$ cat config.mk
export PLATFORM = sky130hd
export DESIGN_NAME = sem_fifo
export DESIGN_NICKNAME = d
export VERILOG_FILES = /design/src/hw/rtl/sem_fifo.sv
export SDC_FILE = /design/constraint.sdc
export NUM_CORES = 1
export LEC_CHECK = 0
export BUFFER_PORTS_ARGS = -buffer_cell sky130_fd_sc_hd__clkbuf_2
export CAP_MARGIN = 40
export CORE_MARGIN = 1.5
export CORE_UTILIZATION = 40
export DETAILED_ROUTE_END_ITERATION = 8
export GPL_TIMING_DRIVEN = 0
export PLACE_DENSITY_LB_ADDON = 0.3
export REMOVE_ABC_BUFFERS = 1
export SYNTH_ARGS = -nofsm -noshare
export SYNTH_HDL_FRONTEND = slang
export SYNTH_SLANG_ARGS = --single-unit
$ cat constraint.sdc
create_clock -name clk -period 2.05 [get_ports clk]
set_input_delay 0.3075 -clock clk [delete_from_list [all_inputs] [get_ports clk]]
set_output_delay 0.3075 -clock clk [all_outputs]
set_load 0.005 [all_outputs]
$ cat src/hw/rtl/sem_fifo.sv
`default_nettype none

module sem_fifo #(
  parameter int WIDTH = 8,
  parameter int DEPTH = 2
) (
  input  logic             clk,
  input  logic             rst_n,
  input  logic             push,
  input  logic [WIDTH-1:0] wdata,
  output logic             full,
  input  logic             pop,
  output logic             empty,
  output logic [WIDTH-1:0] rdata
);

  localparam int PW = $clog2(DEPTH);
  localparam int CW = $clog2(DEPTH + 1);

  logic [WIDTH-1:0] mem_r [DEPTH];
  logic [PW-1:0]    wr_ptr_r, rd_ptr_r;
  logic [CW-1:0]    count_r;
  logic             do_push, do_pop;

  assign full    = (count_r == CW'(DEPTH));
  assign empty   = (count_r == '0);
  assign do_push = push && !full;
  assign do_pop  = pop && !empty;
  assign rdata   = mem_r[rd_ptr_r];

  always_ff @(posedge clk) begin
    if (!rst_n) begin
      wr_ptr_r <= '0;
      rd_ptr_r <= '0;
      count_r  <= '0;
    end else begin
      if (do_push) begin
        wr_ptr_r <= (wr_ptr_r == PW'(DEPTH - 1)) ? '0 : wr_ptr_r + PW'(1);
      end
      if (do_pop) begin
        rd_ptr_r <= (rd_ptr_r == PW'(DEPTH - 1)) ? '0 : rd_ptr_r + PW'(1);
      end
      count_r <= count_r + CW'(do_push) - CW'(do_pop);
    end
  end

  always_ff @(posedge clk) begin
    if (do_push) begin
      mem_r[wr_ptr_r] <= wdata;
    end
  end

endmodule

`default_nettype wire

### Yosys cells after proc, flatten, opt, wreduce, memory -nomap -nowiden

Memory sizes are Yosys's and may differ from the RTL's. A register that Yosys moved wholly into a read port is not among the register bits.
Cells that the tools add are included.

| word-level totals | value |
|---|---|
| flip-flop bits (word level) | 4 |
| memory bits (writable) | 16 |
| input bits | 12 |
| output and inout port bits | 10 |
| logic and storage cells | 20 |
| memories | 1 |

Memory list:

| name | words | bits a word | rd ports | clocked after Yosys merged registers in | wr ports | RTL line | RTL |
|---|---|---|---|---|---|---|---|
| mem_r | 2 | 8 | 1 | 1 | 1 | 20 | `logic [WIDTH-1:0] mem_r [DEPTH];` |

| cells by class | value |
|---|---|
| $add $sub $neg | 4 |
| equality and inequality tests | 1 |
| multiplexer cells | 6 |
| reductions and logical operators | 5 |

Operators with widths:

| cell | number |
|---|---|
| $mux W1 | 6 |
| $add A1 B1 Y1 const B | 2 |
| $add A2 B1 Y2 | 1 |
| $eq A2 B2 Y1 const B | 1 |
| $logic_and A1 B1 Y1 | 2 |
| $logic_not A1 Y1 | 2 |
| $logic_not A2 Y1 | 1 |
| $sub A2 B1 Y2 | 1 |

### Depth between registers and ports, before layout

Gate-level depths: netlist (run 1).

| logic depth | value |
|---|---|
| word-level depth | 5 |
| mapped depth | 8 |
| gate-level depth less buffers | 8 |

### Least setup slack after synthesis (run 1)

No wires, ideal clock.

| path | value |
|---|---|
| path type | flip-flop to flip-flop |
| start point | register count_r[0] |
| end point | register count_r[1] |
| library setup time | 0.078 ns |
| arrival time | 1.462 ns |
| data required time | 1.972 ns |
| slack | 0.510 ns |
| cell stages (with the launch flop) | 9 |
| path buffers | 0 |
| clock period less this slack | 1.540 ns |
| cells stage by stage | dfxtp_1 > nand2b_1 > nand2_1 > ha_1 > inv_1 > ha_1 > xor2_1 > and2_2 > nor3_1 |

| on the way | value |
|---|---|
| word-level cells in the longest chain between the ends | 5 |
| elaborated cells between the ends (all ways) | 8 |
| those cells by class | add/sub (2); eq/ne (1); reduce/logical (5) |

RTL lines:

| what | RTL line | RTL |
|---|---|---|
| start: declaration | 22 | `logic [CW-1:0] count_r;` |
| start signal: assignment | 43 | `count_r <= count_r + CW'(do_push) - CW'(do_pop);` |
| $eq A2 B2 Y1 | 25 | `assign full = (count_r == CW'(DEPTH));` |
| $logic_not A1 Y1 | 27 | `assign do_push = push && !full;` |
| $logic_and A1 B1 Y1 | 27 |  |
| $add A2 B1 Y2 | 43 |  |
| $sub A2 B1 Y2 (*) | 43 |  |

Every way passes the cells marked *; elsewhere a longest branch is shown, timed or not.
A chain may end at the register's enable or synchronous reset.

==> reports/qor.yml, run 1 <==
reg2regPathDepth: 8
synth_seq_cells: 21
worst_ep_required_time_ns: 1.74
gp_congestion: 0.712
cts_tree: "done"
critPathBufInv: 1
cts_hold_buf: 0
ant_nets: 0
cts.reportedPaths.clkPinSlew_ns: 0.11
areaGrowthSynthToFinish_pct: 19.7
setup_tns_ns: 0
timing.fmax_mhz: 607
fin_ws_ns: 0.402
cpMaxStageDelayCell: "dfxtp_1"
setup_viol: 0
wl_mm: 1.07
grt_first_pass_wirelength_mm: 1.42
post_cts_buffers: 0
cts_made_buffers: 3
layout_min_cycle_time_ns: 1.65
insertion_delay_ns: 0.29
critPathCaptureType: "primary output"
setup.worst_path.class: "flip-flop to primary output"
finalHoldViolCount: 0
syn_inst: 52
drc_errors: 0
cp_num_cells: 2
syn_area_sq_um: 812
hold_path.class: "input port to flip-flop"
post_drt_wl_per_cell_microns: 10.4
rsz0062_at_grt: "no"
dr.pass1.iters: 4
htreeDepth: 1
cellPowerDensity_nw_per_um2: 1150
cts-root-buf: "clkbuf_4"
p_leak_nw: 0.410
maxCapViolations: 0
avgSynthCellArea_sq_um: 15.6
start_util_pct: 41.8
dieHeight_microns: 48.1
grt_use_total_pct: 9.99
whs_ns: 0.197
first_iter_violations: 1
cp_top_family: "flip-flops"
antenna_found_initial: 0
yosysSeqAreaShare_pct: 71.5
clk_path_buf_depth: 2
fp.coreArea_sq_um: 1940
gr-total-overflow: 0
finalNetCount: 91
worst_pin_slew_ns: 0.713
arrival_ns: 1.34
slew_headroom_pct: 52.3
ios: 22
via_per_inst: 4.49
fin_crit_sh_pct: 80.4
outcome: "complete, no violations"
maxSlewViolCount: 0
crit_fanout: 8
dpl.hpwl_microns: 789
fin_skew_ns: 0.00356
cp_cell_sequence: "mux2_2, clkbuf_2"
n_antenna_cell: 0
nFillCells: 189
yosys_warnings: 0
clock_sinks: 21
pre_cts_ws_ns: 0.405
max_stage_delay_ns: 0.55
fp.dieW_microns: 48.1
crit_path_start_kind: "flip-flop"
drive_gt1_share_pct: 44.7
grt_pass1_vias: 355
cts_resized: 0
grt_max_degree: 12
synth_cell_type_count: 17
die-area_sq_um: 2310
rows: 16
vdd_drop_max_mv: 0.495
numPortBuffers: 21
vias: 462
min_path_cells: 1
## synthesized netlist by cell type
library cell	instances	area share, %
and2_1	1	0.77
and2_2	1	0.92
and3_1	1	0.77
buf_2	1	0.62
dfxtp_1	5	12
edfxtp_1	16	59
ha_1	2	3.1
inv_1	3	1.4
mux2_2	8	11
mux2i_1	1	1.2
nand2_1	2	0.92
nand2b_1	2	1.5
nor2_1	5	2.3
nor3_1	1	0.62
o21a_2	1	1.1
xnor2_1	1	1.1
xor2_1	1	1.1
## worst register-to-register path, cell delays in order (launching register included)
cell and delay [ns]:
dfxtp_1 0.38, nand2b_1 0.16, nand2_1 0.11, ha_1 0.28, inv_1 0.04, ha_1 0.17, xor2_1 0.14, and2_2 0.18
nor3_1 0.11
## logic make-up (layout without fill, tap and decap cells)
family | Yosys count | in the layout | synth area share (%)
AND/OR/NAND/NOR | 13 | 13 | 7.86
AO/OA/AOI/OAI | 1 | 1 | 1.08
multiplexers | 9 | 9 | 12.3
XOR/XNOR | 2 | 2 | 2.16
buffers and inverters | 4 | 28 | 2.00
flip-flops | 21 | 21 | 71.5
adder cells (fa/ha/maj) | 2 | 2 | 3.08
## per-stage QoR
step	area, sq um	total power [mW]	util, %	cells
2_1_floorplan	807	0.822	-	51
3_3_place_gp	946	0.942	48.7	99
3_5_place_dp	946	0.949	48.7	99
4_1_cts	972	1.14	50.1	103
5_1_grt	972	1.19	50.1	103
6_report	972	1.12	50.1	103
## path summary, 6_finish.rpt
path	startpoint	endpoint	slack (ns)
setup / recovery	flip-flop	rdata[0]	0.40
setup reg to reg	count_r[0]	count_r[1]	0.41
hold / removal	wdata[5]	mem_r[1][5]	0.20
hold reg to reg	wr_ptr_r	wr_ptr_r	0.50
## flip-flops by register name (all words and copies together) (netlist names), named ones only
signal,cells
count_r,2
mem_r,16
wr_ptr_r,1
rd_ptr_r,1
## layer usage
layer / global-route usage (%) / up-vias / routed length (microns)
li1: - / 233 / -
met1: 11.3 / 212 / 477
met2: 14.7 / 15 / 506
met3: 5.28 / 2 / 74
met4: 6.49 / 0 / 13
met5: 0 / - / 0
## cell usage in the layout, fill, tap and decap left out
master,synthesis,routed
xnor2_1,1,1
ha_1,2,2
nand2_1,2,2
and2_1,1,1
inv_1,3,3
clkbuf_4,0,3
clkbuf_1,0,1
mux2_2,8,8
clkbuf_2,0,21
dfxtp_1,5,5
nor2_1,5,5
and2_2,1,1
nor3_1,1,1
nand2b_1,2,2
and3_1,1,1
edfxtp_1,16,16
mux2i_1,1,1
xor2_1,1,1
o21a_2,1,1
## power by group
group	internal (mW)	total (mW)	switching (mW)
sequential	0.556	0.612	0.0558
clock	0.0757	0.188	0.112
combinational	0.178	0.319	0.141
## final cells by class
type,count,area [sq um],share of cell area (%)
well taps,27,33.8,3.47
flip-flops and latches,21,581,59.7
multi-input cells,27,215,22.1
clock buffers,4,26.3,2.70
inverters,3,11.3,1.16
repair buffers,21,105,10.8
Note: power is estimated with default switching activity, not from simulation.
==> run 2: changes to the inputs <==
Clock period 2.05 ns to 1.35 ns, I/O delays scaled along.
==> reports/qor.yml, run 2 (synthesis gave the netlist of run 1 again) <==
fp.coreArea_sq_um: 1940
critPathCapture: "count_r[1]"
finalHoldViolCount: 0
largest_reg_flops: 16
first_iter_violations: 0
clk_path_buf_depth: 2
areaGrowthSynthToFinish_pct: 37.8
r2r_start: "count_r[1]"
r2r-end: "count_r[1]"
regMostFlops: "mem_r"
fin_util_pct: 57.6
drive_gt1_share_pct: 62.5
outcome: "finished, violations left"
total_power_mw: 2.01
maxCapViolations: 0
maxSlewViolCount: 0
wl_mm: 1.15
clock_sinks: 21
numPortBuffers: 21
gp_congestion: 0.712
worst_ep_required_time_ns: 1.57
fin_ws_ns: -0.131
violations: "negative setup slack"
via_per_inst: 4.48
dpl.cell_count: 99
hold_start: "wdata[5]"
rrSetupSlack_ns: -0.13
crit_path_start_kind: "flip-flop"
crit_path_frequent_cell: "ha_4"
dieHeight_microns: 48.1
grt_pass1_vias: 381
cts_tree: "done"
fin_cells: 107
htreeDepth: 1
ios: 22
cp_cell_sequence: "o21a_4, ha_4, inv_2, ha_4, xor2_2, and2_4, nor3_2"
setup_tns_ns: -0.254
cts_hold_buf: 0
cts-root-buf: "clkbuf_4"
grt_use_total_pct: 11.2
setup.worst_path.class: "flip-flop to flip-flop"
crit_fanout: 5
cellPowerDensity_nw_per_um2: 1800
gr-total-overflow: 0
grt_max_degree: 12
vdd_drop_max_mv: 0.945
dr.pass1.iters: 1
dpl.hpwl_microns: 789
finalNetCount: 95
max_stage_delay_ns: 0.38
rsz0062_at_grt: "yes"
timing.fmax_mhz: 675
critPathLaunch: "count_r[1]"
start_util_pct: 41.8
n_antenna_cell: 0
critPathCaptureType: "flip-flop"
fin_crit_sh_pct: 110
setup_viol: 9
drc_errors: 0
top_regs: "mem_r: 16 flops, count_r: 2 flops"
layout_common_cells: "clkbuf_2 (20), edfxtp_1 (16), mux2_4 (8)"
p_leak_nw: 0.467
die-area_sq_um: 2310
vias: 479
layout_min_cycle_time_ns: 1.48
insertion_delay_ns: 0.29
slew_headroom_pct: 82.8
hold_path.class: "input port to flip-flop"
layout_commonest_cell: "clkbuf_2"
ant_nets: 0
worst_pin_slew_ns: 0.258
grt_first_pass_wirelength_mm: 1.61
fp.dieW_microns: 48.1
rows: 16
fin_skew_ns: 0.00346
cpMaxStageDelayCell: "dfxtp_4"
arrival_ns: 1.71
antenna_found_initial: 0
reg2regPathDepth: 7
post_drt_wl_per_cell_microns: 10.8
cts.reportedPaths.clkPinSlew_ns: 0.11
cts_made_buffers: 3
## run 2: report_power, final
part	internal [mW]	switching, mW
clock network	0.115	0.168
logic	0.460	0.276
registers	0.868	0.125
## run 2: what timing repair did
action                     CTS  global route
setup endpoints to repair   18            18
pin swaps                    6             6
setup buffers                2             2
gates resized for setup     24             6
## run 2: worst min path at each step
stage | end | depth (start not counted)
5_1_grt | mem_r[1][5] | 1
3_3_place_gp | mem_r[0][6] | 1
3_5_place_dp | mem_r[1][5] | 1
4_1_cts | mem_r[0][5] | 1
2_1_floorplan | mem_r[0][0] | 0
6_report | mem_r[1][5] | 1
## run 2: final cells by class
cell class	instances	area [sq um]
fill	171	823
sequential	21	592
multi-input combinational	27	314
timing repair buffer	25	141
tap	27	33.8
clock buffer	4	26.3
inverter	3	11.3
## run 2: stage by stage
| step | hold WS [ns] | setup slack (ns) | cell area (sq um) |
|---|---|---|---|
| floorplan | 0.301 | -0.190 | 807 |
| global placement | 0.392 | -0.267 | 946 |
| detailed placement | 0.396 | -0.295 | 946 |
| CTS | 0.0790 | -0.172 | 1070 |
| global route | 0.0732 | -0.181 | 1120 |
| finish | 0.0937 | -0.131 | 1120 |
## run 2: per-layer routing
layer	up-vias	part of all wire (%)	GRT usage [%]
li1	240	-	-
met1	224	43	13.5
met2	13	50	16.3
met3	2	6.4	5.28
met4	0	1.0	6.49
met5	-	0	0
## run 2: critical path, delay by kind of cell (launching register included)
kind	cells	cell delay (ns)
compound gates	1	0.23
xor+xnor	1	0.14
fa+ha+maj	2	0.41
buf+inv	1	0.04
flops	1	0.38
simple gates	2	0.21
