### src/hw/rtl/sem_pkg.sv
`default_nettype none

package sem_pkg;

  localparam logic REQ_PIXEL = 1'b0;
  localparam logic REQ_FLUSH = 1'b1;

  localparam logic CFG_WIDTH_IDX  = 1'b0;
  localparam logic CFG_HEIGHT_IDX = 1'b1;

  localparam logic [11:0] WIDTH_RESET  = 12'd640;
  localparam logic [15:0] HEIGHT_RESET = 16'd480;

  localparam logic [20:0] SAT_LIMIT = 21'd65280;
  localparam logic [7:0]  EDGE_MAX  = 8'd255;

  typedef struct packed {
    logic       req_type;
    logic [7:0] in_blue;
    logic [7:0] in_green;
    logic [7:0] in_red;
  } sem_in_t;

  typedef struct packed {
    logic [7:0] edge_blue;
    logic [7:0] edge_green;
    logic [7:0] edge_red;
    logic       image_done;
  } sem_out_t;

  // Window columns indexed [column][row], each pixel packed as {red, green, blue}.
  typedef struct packed {
    logic [2:0][2:0][23:0] px;
    logic                  top_out;
    logic                  bot_out;
    logic                  left_out;
    logic                  right_out;
    logic                  done;
  } sem_job_t;

endpackage

`default_nettype wire

### src/hw/rtl/sem_back.sv
`default_nettype none

module sem_back
  import sem_pkg::*;
(
  input  logic     clk,
  input  logic     rst_n,
  input  logic     job_empty,
  input  sem_job_t job_data,
  output logic     job_pop,
  input  logic     res_full,
  output logic     res_push,
  output sem_out_t res_data
);

  localparam logic [1:0] B_IDLE = 2'd0;
  localparam logic [1:0] B_SQ   = 2'd1;
  localparam logic [1:0] B_ROOT = 2'd2;
  localparam logic [1:0] B_RND  = 2'd3;

  logic [1:0]         state_r;
  logic [2:0]         step_r;
  logic               done_r;
  logic signed [10:0] gx_c [3];
  logic signed [10:0] gy_c [3];
  logic signed [10:0] gx_r [3];
  logic signed [10:0] gy_r [3];
  logic signed [21:0] pgx [3];
  logic signed [21:0] pgy [3];
  logic [20:0]        sq_c [3];
  logic [15:0]        s_r [3];
  logic               sat_r [3];
  logic [7:0]         root_r [3];
  logic [7:0]         root_c [3];
  logic [7:0]         fin_c [3];
  logic [7:0]         trial [3];
  logic [15:0]        tsq [3];
  logic [15:0]        rsq [3];
  logic [15:0]        rem [3];

  always_comb begin
    logic signed [10:0] vv [3][3];
    for (int ch = 0; ch < 3; ch++) begin
      for (int k = 0; k < 3; k++) begin
        for (int t = 0; t < 3; t++) begin
          if ((t == 0 && job_data.top_out) || (t == 2 && job_data.bot_out) ||
              (k == 0 && job_data.left_out) || (k == 2 && job_data.right_out)) begin
            vv[k][t] = '0;
          end else begin
            vv[k][t] = $signed({3'b000, job_data.px[k][t][8*ch +: 8]});
          end
        end
      end
      gx_c[ch] = vv[2][0] - vv[0][0] + 11'sd2 * (vv[2][1] - vv[0][1]) + vv[2][2] - vv[0][2];
      gy_c[ch] = vv[0][2] + 11'sd2 * vv[1][2] + vv[2][2]
               - vv[0][0] - 11'sd2 * vv[1][0] - vv[2][0];
    end
  end

  always_comb begin
    for (int ch = 0; ch < 3; ch++) begin
      pgx[ch]    = gx_r[ch] * gx_r[ch];
      pgy[ch]    = gy_r[ch] * gy_r[ch];
      sq_c[ch]   = 21'(pgx[ch]) + 21'(pgy[ch]);
      trial[ch]  = root_r[ch] | (8'd1 << step_r);
      tsq[ch]    = trial[ch] * trial[ch];
      root_c[ch] = (tsq[ch] <= s_r[ch]) ? trial[ch] : root_r[ch];
      rsq[ch]    = root_r[ch] * root_r[ch];
      rem[ch]    = s_r[ch] - rsq[ch];
      if (sat_r[ch]) begin
        fin_c[ch] = EDGE_MAX;
      end else if (rem[ch] > {8'd0, root_r[ch]}) begin
        fin_c[ch] = root_r[ch] + 8'd1;
      end else begin
        fin_c[ch] = root_r[ch];
      end
    end
  end

  assign job_pop  = (state_r == B_IDLE) && !job_empty;
  assign res_push = (state_r == B_RND) && !res_full;

  assign res_data.edge_blue  = fin_c[0];
  assign res_data.edge_green = fin_c[1];
  assign res_data.edge_red   = fin_c[2];
  assign res_data.image_done = done_r;

  always_ff @(posedge clk) begin
    if (!rst_n) begin
      state_r <= B_IDLE;
      step_r  <= '0;
    end else begin
      unique case (state_r)
        B_IDLE: begin
          if (job_pop) begin
            state_r <= B_SQ;
          end
        end
        B_SQ: begin
          state_r <= B_ROOT;
          step_r  <= 3'd7;
        end
        B_ROOT: begin
          if (step_r == '0) begin
            state_r <= B_RND;
          end else begin
            step_r <= step_r - 3'd1;
          end
        end
        B_RND: begin
          if (res_push) begin
            state_r <= B_IDLE;
          end
        end
        default: state_r <= B_IDLE;
      endcase
    end
  end

  always_ff @(posedge clk) begin
    for (int ch = 0; ch < 3; ch++) begin
      if (job_pop) begin
        gx_r[ch] <= gx_c[ch];
        gy_r[ch] <= gy_c[ch];
      end
      if (state_r == B_SQ) begin
        s_r[ch]    <= sq_c[ch][15:0];
        sat_r[ch]  <= (sq_c[ch] > SAT_LIMIT);
        root_r[ch] <= '0;
      end else if (state_r == B_ROOT) begin
        root_r[ch] <= root_c[ch];
      end
    end
    if (job_pop) begin
      done_r <= job_data.done;
    end
  end

endmodule

`default_nettype wire

### config.mk
export PLATFORM = sky130hd
export DESIGN_NAME = sem_back
export DESIGN_NICKNAME = d
export VERILOG_FILES = /design/src/hw/rtl/sem_pkg.sv /design/src/hw/rtl/sem_back.sv
export SDC_FILE = /design/constraint.sdc
export NUM_CORES = 2
export LEC_CHECK = 0
export BUFFER_PORTS_ARGS = -buffer_cell sky130_fd_sc_hd__buf_2
export CORE_ASPECT_RATIO = 0.7
export CORE_UTILIZATION = 60
export CTS_BUF_LIST = sky130_fd_sc_hd__clkbuf_4 sky130_fd_sc_hd__clkbuf_8
export DETAILED_ROUTE_END_ITERATION = 8
export PLACE_DENSITY = 0.79
export SYNTH_ARGS = -nofsm -noshare
export SYNTH_HDL_FRONTEND = slang
export SYNTH_SLANG_ARGS = --single-unit
### constraint.sdc
create_clock -name clk -period 6.5 [get_ports clk]
set_input_delay 1.3 -clock clk [delete_from_list [all_inputs] [get_ports clk]]
set_output_delay 1.3 -clock clk [all_outputs]
set_load 0.05 [all_outputs]
## Yosys cells after proc, flatten, opt, wreduce, memory -nomap -nowiden

Memories as Yosys holds them, arrays and structs flattened.
Cells that the tools add are included.

- Register bits: 6
- Latch bits: 0
- RAM bits: 141
- ROM bits: 0
- Output and inout bits: 27
- Memories: 5

Memories:

| name | words | bits a word | read ports | clocked after Yosys merged registers in | wr ports | RTL line | source |
|---|---|---|---|---|---|---|---|
| s_r | 3 | 16 | 3 | 0 | 3 | sem_back.sv:31 | `logic [15:0] s_r [3];` |
| gx_r | 3 | 11 | 3 | 0 | 3 | sem_back.sv:26 | `logic signed [10:0] gx_r [3];` |
| gy_r | 3 | 11 | 3 | 0 | 3 | sem_back.sv:27 | `logic signed [10:0] gy_r [3];` |
| root_r | 3 | 8 | 3 | 0 | 3 | sem_back.sv:33 | `logic [7:0] root_r [3];` |
| sat_r | 3 | 1 | 3 | 0 | 3 | sem_back.sv:32 | `logic sat_r [3];` |

- $add $sub $neg: 40
- Multiply operators: 12
- Divide/modulo/power cells: 0
- $lt $le $gt $ge: 9
- Equal/unequal tests: 7
- Shift operators: 1
- Multiplexer cells: 49
- Bitwise gates (word level): 6
- Reductions and logical operators: 13

Operator list:

| cell | count |
|---|---|
| $mux 8 | 36 |
| $mul 11x11->21 | 6 |
| $sub 11x9->11 | 9 |
| $mul 8x8->16 | 6 |
| $add 21x21->21 | 3 |
| $gt 21x16->1 const B | 3 |
| $sub 8x8->9 | 6 |
| $gt 16x8->1 | 3 |
| $le 16x16->1 | 3 |
| $sub 16x16->16 | 3 |
| $add 10x8->11 | 3 |
| $add 11x9->11 | 3 |
| $add 9x10->11 | 3 |
| $sub 11x10->11 | 3 |
| $add 8x9->10 | 3 |
| $add 8x1->8 const B | 3 |
| $or 8x8->8 | 3 |
| $ne 2x2->1 const B | 4 |
| $pmux 2 s4 | 1 |
| $shl 1x3->8 const A | 1 |
| $mux 1 | 7 |
| $mux 2 | 3 |
| $pmux 3 s2 | 1 |
| $eq 2x2->1 const B | 2 |
| other kinds (12) | 19 |

## Logic depth before layout (Yosys ltp)

- Depth in word-level cells: 7
- Mapped depth: 29
- Depth with buffers taken out: 28

## Worst setup path after synthesis

No wires, ideal clock.

- Kind: register to output
- Start: memory root_r[2][5]
- End: output port res_data[6] (netlist bit)
- Arrival time: 6.054 ns
- Data required time: 5.200 ns
- Setup slack: -0.854 ns
- Cell stages (with the launch flop): 23
- Path through: edfxtp_1 -> clkbuf_1 -> nand2_1 -> fa_1 -> fa_1 -> inv_1 -> fa_1 -> inv_1 -> fa_1 -> ha_1 -> a21oi_1 -> o21ai_0 -> xor2_1 -> ha_1 -> nand4_1 -> or2_2 -> a21oi_1 -> o2111ai_1 -> or4b_4 -> nor4_4 -> buf_6 -> or3_1 -> nand3_1

RTL lines:

| item | RTL line | source |
|---|---|---|
| from (decl) | sem_back.sv:33 |  |
| to (decl) | sem_back.sv:13 | `output sem_out_t res_data` |

==> impl_metrics.py <==
metrics = {
    "clock_tree": {
        "cts_tree": "built",
        "ctsHoldBuffers": 0,
        "clk_latency_ns": 0.59,
        "clkSinkCount": 147,
        "cts_buffers": 17,
        "clk_pin_slew_ns": 0.11,
        "htree_levels": 4,
        "cts_root_buffer": "clkbuf_8",
        "ctsLongestPathBuffers": 2,
    },
    "hold_path": {
        "holdCritStartpoint": "state_r[0]",
        "hold_class": "flop to flop",
        "worstHoldEndpoint": "state_r[0]",
        "min_path_cells": 2,
    },
    "global_routing": {
        "grtUsageTotal": 0.305,
        "grt_overflow": 0,
        "grt_first_pass_wirelength_mm": 212,
        "grt_pass1_vias": 42369,
        "grt_max_degree": 63,
        "antenna_found_initial": 4,
    },
    "sta": {
        "worst_slew_pin_slew_ns": 0.887,
        "rsz0062_at_grt": "true",
        "relSlewSlack": 0.409,
        "fin_crit_sh": 1.17,
        "setup_viol_count_final": 27,
        "worst_slack_ns": -1.10,
        "period_needed_ns": 7.60,
        "fin_skew_ns": 0.0201,
        "hold_viol": 0,
        "fmax_ghz": 0.132,
        "tns_ns": -23.76,
        "drv_slew": 0,
    },
    "setup_path": {
        "worstSetupPathType": "flop to primary output",
        "reg2reg_depth": 21,
        "crit_path_start_kind": "flop",
        "cp-end-kind": "primary output",
        "worstReg2RegEnd": "sat_r[0][2]",
        "cp.arrival_ns": 6.30,
        "cp_cell_sequence": "nand2_4 > fa_1 > fa_1 > inv_1 > fa_1 > inv_2 > fa_1 > ha_4 > o211ai_1 > o21ai_1 > xor2_1 > ha_1 > nand4_1 > or2_4 > a21oi_2 > o2111ai_1 > or4b_4 > nor4_4 > buf_6 > buf_12 > mux2i_2 > nand2_2 > buf_6",
        "max_stage_delay_ns": 0.55,
        "rrSetupSlack_ns": -0.25,
        "path_common_cell": "fa_1",
        "cpMaxStageDelayCell": "or4b_4",
        "cp_max_fo": 7,
        "cp.required_ns": 5.20,
        "timing.rr.start": "gy_r[0][32]",
        "critical_path.startpoint": "root_r[2][1]",
    },
    "cells_and_area": {
        "finish.utilization": 0.727,
        "layout-drive-gt1-share": 0.199,
        "nNetsFinal": 8432,
        "fill_cells": 5915,
        "layoutNonFillerInstCount": 7697,
        "syn2layout_area_growth_pct": 19.1,
    },
    "synth": {
        "async_reset_ff_frac": 0,
        "synth_ff_type": "edfxtp_1",
        "yosysMostFrequentCell": "inv_1",
        "synth_top_area_frac": 0.387,
        "synth-seq-cells": 147,
        "avgSynthCellArea_um2": 9.10,
        "ys_top_cells_by_area": "fa_1 (39%), ha_1 (16%), inv_1 (12%), edfxtp_1 (8.2%), xnor2_1 (3.7%)",
        "ys_seq_area_frac": 0.0841,
        "synth_top_cell_by_area": "fa_1",
        "synth_fp_nets": 7588,
        "syn_inst": 5700,
        "yosysWarnings": 0,
        "syn_area_mm2": 0.0519,
        "synthTopCellsByCount": "inv_1 (1,637), fa_1 (1,004), ha_1 (659), nand2_1 (420), nor2_1 (272)",
        "yosysUniqueCellTypes": 90,
        "synth_edf_count": 142,
    },
    "die": {
        "die_x_um": 353,
        "die_area_mm2": 0.0877,
        "die_h_um": 248,
        "core.rowCount": 89,
        "pin_count": 252,
        "initial_core_util": 0.611,
        "core-area_mm2": 0.0850,
    },
    "place": {
        "dpl.cell_count": 7577,
        "place.gp.congestion": 0.944,
        "hpwl_mm": 113,
        "port_buffers": 227,
    },
    "drt": {
        "routedWlPerCell_um": 17.1,
        "vias": 40427,
        "ant_nets": 0,
        "drc": 0,
        "routed_wl_mm": 132,
        "first_pass_iters": 5,
        "drt_iter0_markers": 3007,
        "vias_per_cell": 5.25,
    },
    "status": {
        "violations": "negative setup slack",
        "outcome": "finished, violations left",
    },
    "flow_run": {
        "cap_violations": 0,
    },
}
worst max path at each step:
stage,endpoint,depth (start not counted)
finish,res_data[2],23
global route,res_data[2],23
CTS,res_data[2],22
detailed placement,res_data[13],22
global placement,res_data[13],22
floorplan,res_data[13],22
cell families (layout without fill, tap and decap cells):
family,after synthesis,after routing,synth area share
multiplexers,15,15,0.00297
AO/OA/AOI/OAI,570,570,0.0710
AND/OR/NAND/NOR,1239,1239,0.117
other,0,3,0
adder cells (fa/ha/maj),1663,1663,0.546
XOR/XNOR,295,295,0.0503
buffers and inverters,1771,2628,0.129
flip-flops,147,147,0.0841
metal layers:
layer | global-route usage | share of wire | up-vias
li1 | - | - | 18870
met2 | 0.493 | 0.46 | 1434
met5 | 0 | 0.00019 | -
met1 | 0.429 | 0.44 | 19958
met4 | 0.0690 | 0.020 | 4
met3 | 0.0571 | 0.079 | 161
cells in the final DEF, fill, tap and decap left out, drive strengths merged, types with 75 or more instances in the layout:
cell type / n
inv: 1643
fa: 1004
buf: 957
ha: 659
nand2: 422
nor2: 272
xnor2: 220
a21oi: 187
nor2b: 161
edfxtp: 142
and2: 135
o21ai: 102
a21o: 75
through the flow:
step | area [um2] | hold slack [ns] | setup WS [ns]
after floorplan | 52300 | 0.505 | -0.378
after global placement | 59100 | 0.522 | -0.441
after detailed placement | 59100 | 0.537 | -0.505
after CTS | 60600 | 0.513 | -1.08
after global routing | 61800 | 0.596 | -1.34
final | 61800 | 0.554 | -1.10
area by class of cell:
cell class | count | area [um2] | area share
inverters | 1638 | 6160 | 0.0997
flip-flops and latches | 147 | 4380 | 0.0708
clock buffers | 17 | 234 | 0.00379
clock inverters | 15 | 144 | 0.00233
diodes | 3 | 7.51 | 0.000122
well taps | 1137 | 1420 | 0.0230
multi-input cells | 3782 | 42400 | 0.687
repair buffers | 958 | 6970 | 0.113
flip-flops by register name, summed over array words and instances, names as in the netlist:
signal	count
done_r	1
gx_r	33
gy_r	33
root_r	24
s_r	48
sat_r	3
state_r	2
step_r	3
worst max-delay path: cells and delay by family (launching register included):
family	cells	cell delay, ns
AO/OA/AOI/OAI	4	0.54
XOR/XNOR	1	0.10
adder cells (fa/ha/maj)	6	2.54
buffers and inverters	5	0.56
flip-flops	1	0.53
multiplexers	1	0.21
AND/OR/NAND/NOR	6	1.22
what timing repair did:
item	in CTS	in global routing
setup buffers	41	47
gates cloned	0	1
endpoints found under the setup margin	51	53
resized for setup	190	203
pin swaps	106	123
Power is not shown: default switching activity piles up to over one toggle a cycle in this logic, so the estimate is an artifact.
